`config.mk`:
```
export PLATFORM = sky130hd
export DESIGN_NAME = rbfb_div
export DESIGN_NICKNAME = d
export VERILOG_FILES = /design/src/sv/rbfb_pkg.sv /design/src/sv/rbfb_div.sv
export SDC_FILE = /design/constraint.sdc
export NUM_CORES = 1
export LEC_CHECK = 0
export ABC_AREA = 1
export BUFFER_PORTS_ARGS = -buffer_cell sky130_fd_sc_hd__buf_2
export CAP_MARGIN = 15
export CORE_UTILIZATION = 40
export CTS_CLUSTER_SIZE = 8
export DETAILED_ROUTE_END_ITERATION = 6
export GPL_ROUTABILITY_DRIVEN = 0
export SLEW_MARGIN = 20
export SYNTH_ARGS = -nofsm -noshare
export SYNTH_HDL_FRONTEND = slang
export SYNTH_SLANG_ARGS = --single-unit
```
`constraint.sdc`:
```
create_clock -name i_clk -period 2.6 [get_ports i_clk]
set_clock_uncertainty 0.1 [all_clocks]
set_input_delay 0.26 -clock i_clk [delete_from_list [all_inputs] [get_ports i_clk]]
set_output_delay 0.26 -clock i_clk [all_outputs]
set_load 0.01 [all_outputs]
```
`src/sv/rbfb_pkg.sv`:
```
// shared types, codes and helpers of the rigid body floor bounce stepper
package rbfb_pkg;

    localparam int IDX_W     = 6;
    localparam int SEL_W     = 5;
    localparam int REG_IDX_W = 3;

    localparam logic CMD_WRITE = 1'b0;
    localparam logic CMD_STEP  = 1'b1;

    localparam logic [1:0] KIND_STATIC    = 2'd0;
    localparam logic [1:0] KIND_KINEMATIC = 2'd1;
    localparam logic [1:0] KIND_DYNAMIC   = 2'd2;

    localparam logic [SEL_W-1:0] FS_KIND    = 5'd0;
    localparam logic [SEL_W-1:0] FS_POS_X   = 5'd1;
    localparam logic [SEL_W-1:0] FS_POS_Y   = 5'd2;
    localparam logic [SEL_W-1:0] FS_VEL_X   = 5'd3;
    localparam logic [SEL_W-1:0] FS_VEL_Y   = 5'd4;
    localparam logic [SEL_W-1:0] FS_IMP_X   = 5'd5;
    localparam logic [SEL_W-1:0] FS_IMP_Y   = 5'd6;
    localparam logic [SEL_W-1:0] FS_FRC_X   = 5'd7;
    localparam logic [SEL_W-1:0] FS_FRC_Y   = 5'd8;
    localparam logic [SEL_W-1:0] FS_ACC_X   = 5'd9;
    localparam logic [SEL_W-1:0] FS_ACC_Y   = 5'd10;
    localparam logic [SEL_W-1:0] FS_MASS    = 5'd11;
    localparam logic [SEL_W-1:0] FS_INVMASS = 5'd12;
    localparam logic [SEL_W-1:0] FS_DAMPING = 5'd13;
    localparam logic [SEL_W-1:0] FS_RESTIT  = 5'd14;
    localparam logic [SEL_W-1:0] FS_FRICT   = 5'd15;
    localparam logic [SEL_W-1:0] FS_RADIUS  = 5'd16;

    localparam logic [REG_IDX_W-1:0] REG_GRAVITY_X   = 3'd0;
    localparam logic [REG_IDX_W-1:0] REG_GRAVITY_Y   = 3'd1;
    localparam logic [REG_IDX_W-1:0] REG_FLOOR_LEVEL = 3'd2;
    localparam logic [REG_IDX_W-1:0] REG_MIN_BOUNCE  = 3'd3;
    localparam logic [REG_IDX_W-1:0] REG_TIME_STEP   = 3'd4;

    localparam logic signed [31:0] GRAVITY_X_RST   = 32'sd0;
    localparam logic signed [31:0] GRAVITY_Y_RST   = -32'sd642253;
    localparam logic signed [31:0] FLOOR_LEVEL_RST = -32'sd327680;
    localparam logic [30:0]        MIN_BOUNCE_RST  = 31'd22938;
    localparam logic [30:0]        TIME_STEP_RST   = 31'd1092;

    typedef struct packed {
        logic [1:0]         kind;
        logic signed [31:0] px;
        logic signed [31:0] py;
        logic signed [31:0] vx;
        logic signed [31:0] vy;
        logic signed [31:0] imp_x;
        logic signed [31:0] imp_y;
        logic signed [31:0] frc_x;
        logic signed [31:0] frc_y;
        logic signed [31:0] acc_x;
        logic signed [31:0] acc_y;
        logic signed [31:0] mass;
        logic signed [31:0] inv;
        logic signed [31:0] damp;
        logic signed [31:0] rest;
        logic signed [31:0] fric;
        logic signed [31:0] rad;
    } t_row;

    typedef struct packed {
        logic             rd_en;
        logic             wr_en;
        logic [IDX_W-1:0] addr;
    } t_mem_req;

    function automatic logic signed [32:0] f_ext33(input logic signed [31:0] x);
        return {x[31], x};
    endfunction

    function automatic logic signed [31:0] f_sat_add(input logic signed [31:0] a,
                                                      input logic signed [31:0] b);
        logic signed [32:0] s;
        s = f_ext33(a) + f_ext33(b);
        if (s[32] != s[31]) begin
            return s[32] ? 32'sh8000_0000 : 32'sh7fff_ffff;
        end
        return s[31:0];
    endfunction

endpackage

```
`src/sv/rbfb_div.sv`:
```
// restoring divider: (v << FRAC_BITS) / d, truncated toward zero, saturated
module rbfb_div #(
    parameter int FRAC_BITS = 16
) (
    input  logic               i_clk,
    input  logic               i_rst_n,
    input  logic               i_start,
    input  logic signed [31:0] i_num,
    input  logic signed [33:0] i_den,
    output logic               o_done,
    output logic signed [31:0] o_q
);
    import rbfb_pkg::*;

    localparam int NW = 32 + FRAC_BITS;
    localparam int CW = $clog2(NW + 1);

    logic          r_busy;
    logic          r_done;
    logic [CW-1:0] r_cnt;
    logic [NW-1:0] r_sh;
    logic [33:0]   r_rem;
    logic [33:0]   r_dab;
    logic          r_neg;
    logic [34:0]   trial;
    logic          ge;
    logic [31:0]   num_abs;
    logic          big;

    assign num_abs = i_num[31] ? 32'(-i_num) : i_num;
    assign trial   = {r_rem, r_sh[NW-1]};
    assign ge      = trial >= {1'b0, r_dab};

    always_ff @(posedge i_clk) begin
        if (!i_rst_n) begin
            r_busy <= 1'b0;
            r_done <= 1'b0;
            r_cnt  <= '0;
        end else begin
            r_done <= 1'b0;
            if (i_start) begin
                r_busy <= 1'b1;
                r_cnt  <= CW'(NW);
            end else if (r_busy) begin
                r_cnt <= r_cnt - 1'b1;
                if (r_cnt == CW'(1)) begin
                    r_busy <= 1'b0;
                    r_done <= 1'b1;
                end
            end
        end
    end

    always_ff @(posedge i_clk) begin
        if (i_start) begin
            r_sh  <= {num_abs, {FRAC_BITS{1'b0}}};
            r_rem <= '0;
            r_dab <= i_den[33] ? 34'(-i_den) : i_den;
            r_neg <= i_num[31] ^ i_den[33];
        end else if (r_busy) begin
            r_rem <= ge ? 34'(trial - {1'b0, r_dab}) : trial[33:0];
            r_sh  <= {r_sh[NW-2:0], ge};
        end
    end

    assign big    = |r_sh[NW-1:32];
    assign o_done = r_done;

    always_comb begin
        if (!r_neg) begin
            o_q = (big || r_sh[31]) ? 32'sh7fff_ffff : r_sh[31:0];
        end else if (big || (r_sh[31] && |r_sh[30:0])) begin
            o_q = 32'sh8000_0000;
        end else begin
            o_q = 32'(-r_sh[31:0]);
        end
    end
endmodule

```
# Word-level counts from Yosys, hierarchy flattened
# Cells that the tools add are included.
# classes
add_sub_neg	5
n_lt_le_gt_ge	1
n_reduce_logical	8
n_bitwise	3
muxes	14
n_eq_ne	1
# op_table
operator	n
$mux 32	4
$mux 48	2
$neg 32->32	2
$ge 35x34->1	1
$mux 34	1
$neg 34->34	1
$sub 34x34->34	1
$mux 33	1
$reduce_or 31->1	1
$reduce_or 16->1	1
$mux 6	2
$eq 6x1->1 const B	1
$sub 6x1->6 const B	1
$mux 1	4
$reduce_or 3->1	1
$logic_or 1x1->1	2
$not 1->1	2
$reduce_bool 2->1	1
$reduce_or 2->1	1
$logic_and 1x1->1	1
$xor 1x1->1	1
# totals
regBits	125
out_inout_bits	33
input_bits	69
word_cells	42

# Logic depth before layout (Yosys ltp)
# Gate-level depths: netlist of the first run.
# depth
ltp_word	5
mapped_depth	17
ltp_nobuf	17

# Worst setup path before layout of the first run
# No wires, ideal clock.
# synth_path
path_type	register to register
start	register r_busy
end	register r_sh[16] (enable)
required_time_ps	2091
t_arrival_ps	1748
n_path_buf	1
synth_period_minus_slack_ps	2257
path_slack_ps	343
stages_incl_launch_ff	4
setup_time_ps	409
cell_sequence	dfxtp_1 nor2_1 clkinv_1 buf_1
# synth_via
elab_chain_cells	1
# synth_rtl
item	line	rtl
start, declared	rbfb_div.sv:18	logic r_busy;
start signal, assigned	rbfb_div.sv:36	r_busy <= 1'b0;
start signal, assigned	rbfb_div.sv:42	r_busy <= 1'b1;
start signal, assigned	rbfb_div.sv:47	r_busy <= 1'b0;
$reduce_bool 2->1 (no source line)	--	
end signal, assigned	rbfb_div.sv:56	r_sh <= {num_abs, {FRAC_BITS{1'b0}}};
end signal, assigned	rbfb_div.sv:62	r_sh <= {r_sh[NW-2:0], ge};
end, declared	rbfb_div.sv:21	logic [NW-1:0] r_sh;
# Every way passes these cells.
# A chain may end at the register's enable or synchronous reset.

# Final worst setup path of the first run
# layout_path
start	register r_sh[16]
end	output port o_q[23]
# layout_via
elab_chain_cells	5
elab_cells_between_ends	6
cone_classes	add/sub: 1; mux: 2; reduce/logical: 3
# layout_rtl
item	line	rtl
parallel branches: the longest is 3 deep, another holds $neg 32->32	--	
$mux 32 (*)	rbfb_div.sv:72	end else if (big || (r_sh[31] && |r_sh[30:0])) begin
$mux 32 (*)	rbfb_div.sv:70	if (!r_neg) begin
end, declared	rbfb_div.sv:11	output logic signed [31:0] o_q
# Every way passes the cells marked *.

==> impl_metrics.json, run 1 <==
{
  "status": "complete, but fails checks",
  "violations": "setup timing",
  "maximum_number_of_pins_on_one_net_before_global_route_repair": 52,
  "power_leakage_nw": 6.31,
  "mostFrequentLayoutCell": "nand2_1",
  "grt-ovfl-total": 0,
  "synthesis_to_finish_area_growth_pct": 24.2,
  "grt_pass1_vias": 9993,
  "slew_violations": 0,
  "timing_worst_slew_pin_value_ns": 0.659,
  "design.core.area_um2": 25200,
  "cts-buffers-inserted": 17,
  "clockBufferDepth": 2,
  "die_area_um2": 26200,
  "warnings_synthesis": 0,
  "final_count_of_hold_timing_violations": 0,
  "power_per_cell_area_nw_per_um2": 467,
  "placed_cells_incl_taps": 2001,
  "logic_gate_share_of_total_power_pct": 20.2,
  "psw_mw": 1.80,
  "post_route_cells_drive_above_1_share_pct": 17.9,
  "setup_slack_ns": -0.182,
  "chipWidth_um": 162,
  "boundaryPins": 102,
  "synthesis.area_um2": 10200,
  "stdcell_count": 2084,
  "slew_headroom_pct": 56.0,
  "yosys_register_bits": 125,
  "routed_len_inst_um": 15.3,
  "seq_power_share_pct": 38.6,
  "grt_antenna_before_repair": 8,
  "setup_viol_count_final": 32,
  "number_of_enable_flip_flop_cells_after_synthesis": 67,
  "post_drt_via_cell_ratio": 5.19,
  "starting_density_pct": 40.7,
  "drc_errors": 0,
  "ctsHtreeMaxLevel": 4,
  "ys_dominant_reg_cell": "edfxtp_1",
  "clk_pin_slew_ns": 0.07,
  "portBuffers": 101,
  "clock-root-buffer": "clkbuf_16",
  "netlist-cell-type-count": 49,
  "max_clock_freq_ghz": 0.359,
  "post_synth_inst_count": 1572,
  "utilization_pct": 50.5,
  "clock_latency_ns": 0.43,
  "final_worst_path_cycle_share_pct": 107,
  "worstSetupPathType": "reg -> out",
  "worst_slack_after_detailed_placement_ns": -0.0585,
  "timing.final.crit_period_ns": 2.78,
  "setup_repair_after_global_routing_missed_its_margin": "true",
  "ys_seq_area_share_pct": 31.0,
  "worst-endpoint-arrival_ns": 2.42,
  "fp-row-count": 58,
  "cell_internal_pwr_mw": 4.13,
  "grt_pass1_wl_um": 50800,
  "clock_power_share_pct": 41.2,
  "worst_setup_ep_type": "output port",
  "power.share.switching_pct": 30.4,
  "detailedPlacementHpwl_um": 24100,
  "tritoncts": "built",
  "grtUsageTotal_pct": 24.6,
  "drt_wirelength_um": 31800,
  "first_pass_detailed_route_iteration_total": 5,
  "cp_data_required_time_ns": 2.24,
  "clkSinkCount": 125,
  "syn-num-nets": 1681,
  "synth.avg_cell_area_um2": 6.51,
  "ir_drop_v": 0.000357,
  "die_y_um": 162,
  "detailroute.via_count": 10800,
  "worst_hold_slack_ns": 0.0653,
  "hp-class": "in -> reg",
  "final_antenna_net_count": 0,
  "drt_iter0_markers": 791,
  "crit_path_start_kind": "flip-flop",
  "totalPowerFinal_mw": 5.93,
  "share_of_flip_flops_with_an_asynchronous_set_or_reset_pct": 0,
  "nNetsFinal": 1842,
  "n_fill_cell": 2520,
  "maxCapViolations": 0,
  "most-common-layout-cells": "nand2_1, inv_1, nor2_1",
  "worst-path-max-fanout": 11
}
-- cells by family (layout without fill, tap and decap cells) --
| family | Yosys count | count (layout) | synth area share, % |
|---|---|---|---|
| buffers and inverters | 282 | 455 | 10.7 |
| DFF | 125 | 125 | 31.0 |
| adders and majority gates | 40 | 40 | 4.96 |
| other | 0 | 8 | 0 |
| and+or+nand+nor | 833 | 834 | 35.4 |
| xor gates and xnor gates | 73 | 73 | 6.24 |
| AOI/OAI and AO/OA | 219 | 219 | 11.8 |
-- power groups by stage --
stage	registers [mW]	clock network (mW)	logic [mW]
global placement	2.33	0	1.05
global route	2.30	2.55	1.32
CTS	2.29	2.47	1.14
finish	2.29	2.45	1.20
floorplan	2.31	0	0.678
detailed placement	2.33	0	1.05
-- state kept, by name, indices dropped and copies added (netlist names) --
register / count
r_sh: 48
r_dab: 34
r_rem: 34
r_cnt: 6
o_done: 1
r_busy: 1
r_neg: 1
-- repair_timing --
action,4_1_cts,5_1_grt
hold buffers,2,0
gates resized for setup,69,63
endpoints found under the setup margin,36,65
pin swaps,14,11
endpoints found under the hold margin,3,0
cloned,2,1
setup buffers,28,11
-- synth_stat cells (7+ instances only) --
| master | instances | share of area (%) |
|---|---|---|
| o21ai_0 | 83 | 4.1 |
| clkbuf_1 | 24 | 0.88 |
| edfxtp_1 | 67 | 20 |
| nand3b_1 | 31 | 2.3 |
| nor2_1 | 157 | 5.8 |
| inv_1 | 240 | 8.8 |
| nor3_1 | 25 | 1.2 |
| dfxtp_1 | 58 | 11 |
| o21ai_1 | 26 | 1.3 |
| or2_2 | 7 | 0.43 |
| xnor2_1 | 23 | 2.0 |
| o21bai_1 | 9 | 0.66 |
| nand3_1 | 116 | 5.7 |
| nand2_1 | 448 | 16 |
| a21oi_1 | 54 | 2.6 |
| nand4_1 | 25 | 1.5 |
| o22ai_1 | 28 | 1.7 |
| xor2_1 | 50 | 4.3 |
| ha_1 | 39 | 4.8 |
-- critical path, stage by stage, from the launching register on --
cell	delay, ns
edfxtp_1	0.42
inv_2	0.14
nand3_1	0.14
nor2_2	0.16
nand3_2	0.12
o21ai_4	0.22
nand2_4	0.12
nor2_4	0.13
buf_12	0.17
inv_12	0.07
o21ai_4	0.17
buf_6	0.12
-- layout make-up --
type,instances,area [µm²],area share [%]
Antenna cell,8,20.0,0.157
Clock buffer,21,493,3.88
Clock inverter,11,104,0.817
Inverter,246,938,7.38
Multi-Input combinational cell,1166,6370,50.1
Sequential cell,125,3170,25.0
Tap cell,330,413,3.25
Timing Repair Buffer,175,1170,9.21
Timing Repair inverter,2,32.5,0.256
-- through the flow --
stage	setup TNS [ns]	area, µm²
after global routing	-6.91	12700
after detailed placement	-0.113	11300
after CTS	-0.324	12400
after floorplan	0	10200
final	-4.06	12700
after global placement	-0.0253	11300
-- path summary, 6_finish.rpt --
path	from	slack, ns	depth (start not counted)	end
max reg2reg	r_sh[47]$_DFFE_PP_	0.16	16	r_rem[30]$_SDFFE_PP0P_
min reg2reg	r_rem[33]$_SDFFE_PP0P_	0.36	2	r_rem[33]$_SDFFE_PP0P_
max	r_sh[16]$_DFFE_PP_	-0.18	11	o_q[23]
min	i_den[32]	0.07	2	r_dab[32]$_DFFE_PP_
-- metal layers --
layer	vias up	global-route usage, %	part of all wire, %
li1	5458	-	-
met1	4905	31.2	44
met2	365	40.5	47
met3	76	4.42	6.0
met4	2	11.1	3.2
met5	-	0	0.025
(Power assumes the default switching activity.)
==> run 2, diff against run 1 <==
--- a/config.mk
+++ b/config.mk
@@ -12,6 +12,7 @@
 export CTS_CLUSTER_SIZE = 8
 export DETAILED_ROUTE_END_ITERATION = 6
 export GPL_ROUTABILITY_DRIVEN = 0
+export SKIP_LAST_GASP = 1
 export SLEW_MARGIN = 20
 export SYNTH_ARGS = -nofsm -noshare
 export SYNTH_HDL_FRONTEND = slang
==> run 2 against run 1 <==
Effect of this change: the flow still finishes with violations (setup timing); maximum frequency up 1.3%; global-route usage unchanged; sequential share of layout area up 0.12 points; first-iteration DRC count up 8.3%; power down 0.21%; cell area down 0.47%; non-clock buffer count down 1; sequential cell count unchanged; highest routed layer unchanged.
==> impl_metrics.json, run 2 (same netlist as run 1, synthesis figures left out) <==
{
  "worst-endpoint-arrival_ns": 2.39,
  "hp-class": "in -> reg",
  "routed_len_inst_um": 15.3,
  "worstReg2RegStart": "r_sh[47]$_DFFE_PP_",
  "die_area_um2": 26200,
  "drc_errors": 0,
  "ctsHtreeMaxLevel": 4,
  "crit_path_start_kind": "flip-flop",
  "setup_viol_count_final": 31,
  "clockBufferDepth": 2,
  "timing_worst_slew_pin_value_ns": 0.666,
  "max_clock_freq_ghz": 0.364,
  "clock_latency_ns": 0.43,
  "cts-buffers-inserted": 17,
  "grt_antenna_before_repair": 8,
  "drt_wirelength_um": 31800,
  "r2r_slack_ns": 0.16,
  "timing.hold.worst_endpoint": "r_dab[32]$_DFFE_PP_",
  "design.core.area_um2": 25200,
  "totalPowerFinal_mw": 5.92,
  "clk_pin_slew_ns": 0.07,
  "drt_iter0_markers": 857,
  "setup_slack_ns": -0.145,
  "slew_violations": 0,
  "routedLengthMet1_um": 13800,
  "dr_wl_met2_um": 14900,
  "worst_hold_startpoint": "i_den[32]",
  "grt_pass1_vias": 9994,
  "boundaryPins": 102,
  "cp_data_required_time_ns": 2.24,
  "starting_density_pct": 40.7,
  "detailroute.wirelength.met3_um": 2010,
  "placed_cells_incl_taps": 2001,
  "final_antenna_net_count": 0,
  "crit-reg2reg-capture": "r_rem[30]$_SDFFE_PP0P_",
  "die_y_um": 162,
  "grt_pass1_wl_um": 50800,
  "maximum_number_of_pins_on_one_net_before_global_route_repair": 52,
  "portBuffers": 101,
  "status": "complete, but fails checks",
  "final_count_of_hold_timing_violations": 0,
  "final_worst_path_cycle_share_pct": 106,
  "ff_latch_area_um2": 3170,
  "first_pass_detailed_route_iteration_total": 5,
  "multi_input_gate_area_in_the_final_layout_um2": 6340,
  "top_layer_used": "met5",
  "slew_headroom_pct": 55.6,
  "timing.reg2reg.worst_path_depth": 16,
  "fp-row-count": 58,
  "synthesis_to_finish_area_growth_pct": 23.6,
  "tritoncts": "built",
  "largest_registers_in_the_final_layout": "r_sh x48, r_dab x34, r_rem x34",
  "worst_setup_ep_type": "output port",
  "utilization_pct": 50.3,
  "timing.final.crit_period_ns": 2.75,
  "detailedPlacementHpwl_um": 24100,
  "grt-ovfl-total": 0,
  "n_fill_cell": 2529,
  "mostFrequentLayoutCell": "nand2_1",
  "post_drt_via_cell_ratio": 5.17,
  "most-common-layout-cells": "nand2_1, inv_1, nor2_1",
  "grtUsageTotal_pct": 24.6,
  "detailroute.via_count": 10800,
  "cell_count_of_the_worst_hold_path": 2,
  "setup_repair_after_global_routing_missed_its_margin": "true",
  "power_per_cell_area_nw_per_um2": 468,
  "violations": "setup timing",
  "largest_register_ffs": 48,
  "maxCapViolations": 0,
  "stdcell_count": 2082,
  "post_route_cells_drive_above_1_share_pct": 17.7,
  "largest-register": "r_sh",
  "clock-root-buffer": "clkbuf_16",
  "chipWidth_um": 162,
  "worst-path-max-fanout": 3,
  "power_leakage_nw": 6.30,
  "clkSinkCount": 125,
  "ir_drop_v": 0.000354,
  "worstSetupPathType": "reg -> out",
  "nNetsFinal": 1840
}
[run 2: cell types whose count changed in the layout (fill, tap and decap cells not counted), sizes merged]
cell,before,now
clkinv,9,7
buf,173,172
inv,247,248
[run 2: timing repair]
item                                   CTS  global route
buffers inserted                        28             9
pin swaps                               13            12
gates resized for setup                 68            55
setup endpoints to repair               36            65
hold buffers                             2             0
cloned                                   2             0
endpoints found under the hold margin    3             0
[run 2: where the power goes]
part / total, mW / switching [mW] / leakage [nW] / internal [mW]
clock network: 2.45 / 0.985 / 0.288 / 1.46
registers: 2.29 / 0.0636 / 1.15 / 2.23
logic: 1.18 / 0.747 / 4.87 / 0.436
total: 5.92 / 1.80 / 6.30 / 4.12
[run 2: worst max path at each step]
| stage | startpoint | endpoint | slack [ns] | depth (start not counted) |
|---|---|---|---|---|
| after floorplan | r_busy$_SDFF_PN0_ | r_sh[16]$_DFFE_PP_ | 0.34 | 3 |
| after global placement | r_sh[47]$_DFFE_PP_ | r_rem[30]$_SDFFE_PP0P_ | -0.02 | 16 |
| after detailed placement | r_sh[47]$_DFFE_PP_ | r_rem[32]$_SDFFE_PP0P_ | -0.06 | 16 |
| after CTS | r_sh[18]$_DFFE_PP_ | o_q[25] | -0.03 | 11 |
| after global routing | r_sh[1]$_SDFFE_PP0P_ | o_q[31] | -0.24 | 14 |
| final | r_sh[22]$_DFFE_PP_ | o_q[31] | -0.15 | 11 |
[run 2: cell type report]
| type | instances | share of cell area [%] |
|---|---|---|
| antenna | 8 | 0.158 |
| multi-input combinational | 1166 | 50.1 |
| timing repair buffer | 174 | 9.17 |
| tap | 330 | 3.26 |
| clock buffer | 21 | 3.90 |
| timing repair inverter | 1 | 0.129 |
| clock inverter | 11 | 0.821 |
| inverter | 246 | 7.42 |
| sequential | 125 | 25.1 |
[run 2: metrics by stage]
step | setup slack [ns] | hold slack [ns] | cell area [µm²] | setup TNS (ns)
final | -0.145 | 0.0659 | 12700 | -2.41
after global routing | -0.240 | 0.0675 | 12600 | -5.72
after CTS | -0.0349 | 0.0521 | 12400 | -0.338
after detailed placement | -0.0585 | 0.347 | 11300 | -0.113
after global placement | -0.0215 | 0.340 | 11300 | -0.0253
after floorplan | 0.343 | 0.259 | 10200 | 0
[run 2: critical path, cell delays in order, from the launching register on]
cell,delay (ns)
edfxtp_1,0.45
nor2_2,0.17
nand2_1,0.08
nor2_2,0.17
nand3_2,0.12
o21ai_4,0.20
nand2_4,0.11
buf_4,0.15
buf_4,0.15
a21oi_2,0.11
a21oi_1,0.10
buf_2,0.15
[run 2: metal layers]
| metal | GRT usage [%] | vias up |
|---|---|---|
| li1 | - | 5455 |
| met1 | 31.2 | 4851 |
| met2 | 40.5 | 379 |
| met3 | 4.42 | 71 |
| met4 | 11.1 | 2 |
| met5 | 0 | - |
==> run 3, diff against run 2 <==
--- a/config.mk
+++ b/config.mk
@@ -12,8 +12,10 @@
 export CTS_CLUSTER_SIZE = 8
 export DETAILED_ROUTE_END_ITERATION = 6
 export GPL_ROUTABILITY_DRIVEN = 0
+export MAX_ROUTING_LAYER = met4
 export SKIP_LAST_GASP = 1
 export SLEW_MARGIN = 20
 export SYNTH_ARGS = -nofsm -noshare
 export SYNTH_HDL_FRONTEND = slang
 export SYNTH_SLANG_ARGS = --single-unit
+export TNS_END_PERCENT = 50
==> run 3 against run 2 <==
Effect of this change: the run still ends with setup timing left; critical endpoint is now o_q[30]; power about the same; sequential cell count unchanged; largest cell class unchanged; maximum frequency down 0.95%; final cell count up 0.14%.
==> impl_metrics.json, run 3 (same netlist as run 1, synthesis figures left out) <==
{
  "final_count_of_hold_timing_violations": 0,
  "grt-ovfl-total": 0,
  "most-common-layout-cells": "nand2_1, inv_1, nor2_1",
  "clk_pin_slew_ns": 0.07,
  "largest_registers_in_the_final_layout": "r_sh x48, r_dab x34, r_rem x34",
  "setup_repair_after_global_routing_missed_its_margin": "true",
  "cp_data_required_time_ns": 2.24,
  "grt_pass1_wl_um": 50800,
  "die_area_um2": 26200,
  "grt_pass1_vias": 9968,
  "clock-root-buffer": "clkbuf_16",
  "stdcell_count": 2085,
  "worst_setup_ep_type": "output port",
  "final_worst_path_cycle_share_pct": 107,
  "drt_iter0_markers": 792,
  "placed_cells_incl_taps": 2001,
  "routed_len_inst_um": 15.2,
  "drc_errors": 0,
  "power_leakage_nw": 6.29,
  "slew_headroom_pct": 56.5,
  "drt_wirelength_um": 31700,
  "mostFrequentLayoutCell": "nand2_1",
  "crit_path_start_kind": "flip-flop",
  "violations": "setup timing",
  "synthesis_to_finish_area_growth_pct": 23.3,
  "detailedPlacementHpwl_um": 24100,
  "largest_register_ffs": 48,
  "slew_violations": 0,
  "grtUsageTotal_pct": 25.2,
  "utilization_pct": 50.1,
  "worst-path-max-fanout": 4,
  "final_antenna_net_count": 0,
  "ir_drop_v": 0.000360,
  "hp-class": "in -> reg",
  "portBuffers": 101,
  "status": "complete, but fails checks",
  "chipWidth_um": 162,
  "ctsHtreeMaxLevel": 4,
  "first_pass_detailed_route_iteration_total": 6,
  "design.core.area_um2": 25200,
  "maxCapViolations": 0,
  "largest-register": "r_sh",
  "power_per_cell_area_nw_per_um2": 469,
  "die_y_um": 162,
  "timing_worst_slew_pin_value_ns": 0.652,
  "totalPowerFinal_mw": 5.92,
  "post_route_cells_drive_above_1_share_pct": 17.0,
  "starting_density_pct": 40.7,
  "clkSinkCount": 125,
  "maximum_number_of_pins_on_one_net_before_global_route_repair": 52,
  "max_clock_freq_ghz": 0.361,
  "worst-endpoint-arrival_ns": 2.41,
  "cts-buffers-inserted": 17,
  "detailroute.via_count": 10700,
  "post_drt_via_cell_ratio": 5.15,
  "grt_antenna_before_repair": 9,
  "worstSetupPathType": "reg -> out",
  "nNetsFinal": 1841,
  "timing.final.crit_period_ns": 2.77,
  "fp-row-count": 58,
  "clock_latency_ns": 0.43,
  "clockBufferDepth": 2,
  "boundaryPins": 102,
  "setup_slack_ns": -0.171,
  "setup_viol_count_final": 31,
  "tritoncts": "built"
}
[run 3: cell types whose count changed in the layout (fill, tap and decap cells not counted), moves of 2 or more]
cell / delta
o21ai_2: -2
clkinv_8: +2
diode_2: +2
o21ai_4: +2
nand2_2: -4
inv_2: -3
inv_1: +3
buf_6: -5
buf_4: +4
nand2_1: +4
nor2_1: +4
nor2_2: -3
[run 3: power by group]
group | internal, mW | switching [mW]
logic | 0.434 | 0.747
registers | 2.23 | 0.0625
clock network | 1.46 | 0.987
[run 3: layer usage]
| metal | GRT usage [%] | wire (µm) | vias to the layer above |
|---|---|---|---|
| li1 | - | - | 5454 |
| met1 | 31.3 | 14000 | 4877 |
| met2 | 40.1 | 14700 | 332 |
| met3 | 4.42 | 1800 | 82 |
| met4 | 10.9 | 1130 | 0 |
| met5 | - | 0 | - |
[run 3: worst paths after layout]
| check | cells after the start | start | slack, ns | to |
|---|---|---|---|---|
| max | 12 | r_sh[18]$_DFFE_PP_ | -0.17 | o_q[30] |
| min | 2 | i_den[32] | 0.06 | r_dab[32]$_DFFE_PP_ |
| max reg2reg | 12 | r_dab[9]$_DFFE_PP_ | 0.09 | r_rem[14]$_SDFFE_PP0P_ |
| min reg2reg | 2 | r_rem[33]$_SDFFE_PP0P_ | 0.36 | r_rem[33]$_SDFFE_PP0P_ |
[run 3: critical path, stage by stage, from the launching register on]
cell and delay [ns]:
edfxtp_1 0.42, nor2_1 0.14, nand3_1 0.15, nor2_2 0.17, nand3_2 0.12, o21ai_4 0.19
nand2_4 0.11, nor2_4 0.13, buf_12 0.17, buf_6 0.11, nand2_1 0.05, nand2_1 0.08
buf_2 0.14
[run 3: layout make-up]
type                            instances  area (µm²)
Timing Repair Buffer                  174        1140
Timing Repair inverter                  2        32.5
Inverter                              246         938
Multi-Input combinational cell       1166        6310
Antenna cell                           10        25.0
Clock inverter                         11         104
Clock buffer                           21         493
Fill cell                            2538       12600
Tap cell                              330         413
Sequential cell                       125        3170
[run 3: what timing repair did]
item	in CTS	in global routing
pin swaps	10	5
gates resized for setup	59	46
gates cloned	2	1
hold buffers	2	0
hold endpoints to repair	3	0
buffers inserted	27	10
endpoints found under the setup margin	36	66
[run 3: metrics by stage]
step / cell area, µm² / hold WS, ns / setup TNS (ns) / worst slack, ns
floorplan: 10200 / 0.259 / 0 / 0.343
global placement: 11300 / 0.340 / -0.0253 / -0.0215
detailed placement: 11300 / 0.347 / -0.113 / -0.0585
CTS: 12300 / 0.0521 / -0.432 / -0.0385
global route: 12600 / 0.0654 / -7.38 / -0.258
finish: 12600 / 0.0623 / -3.31 / -0.171
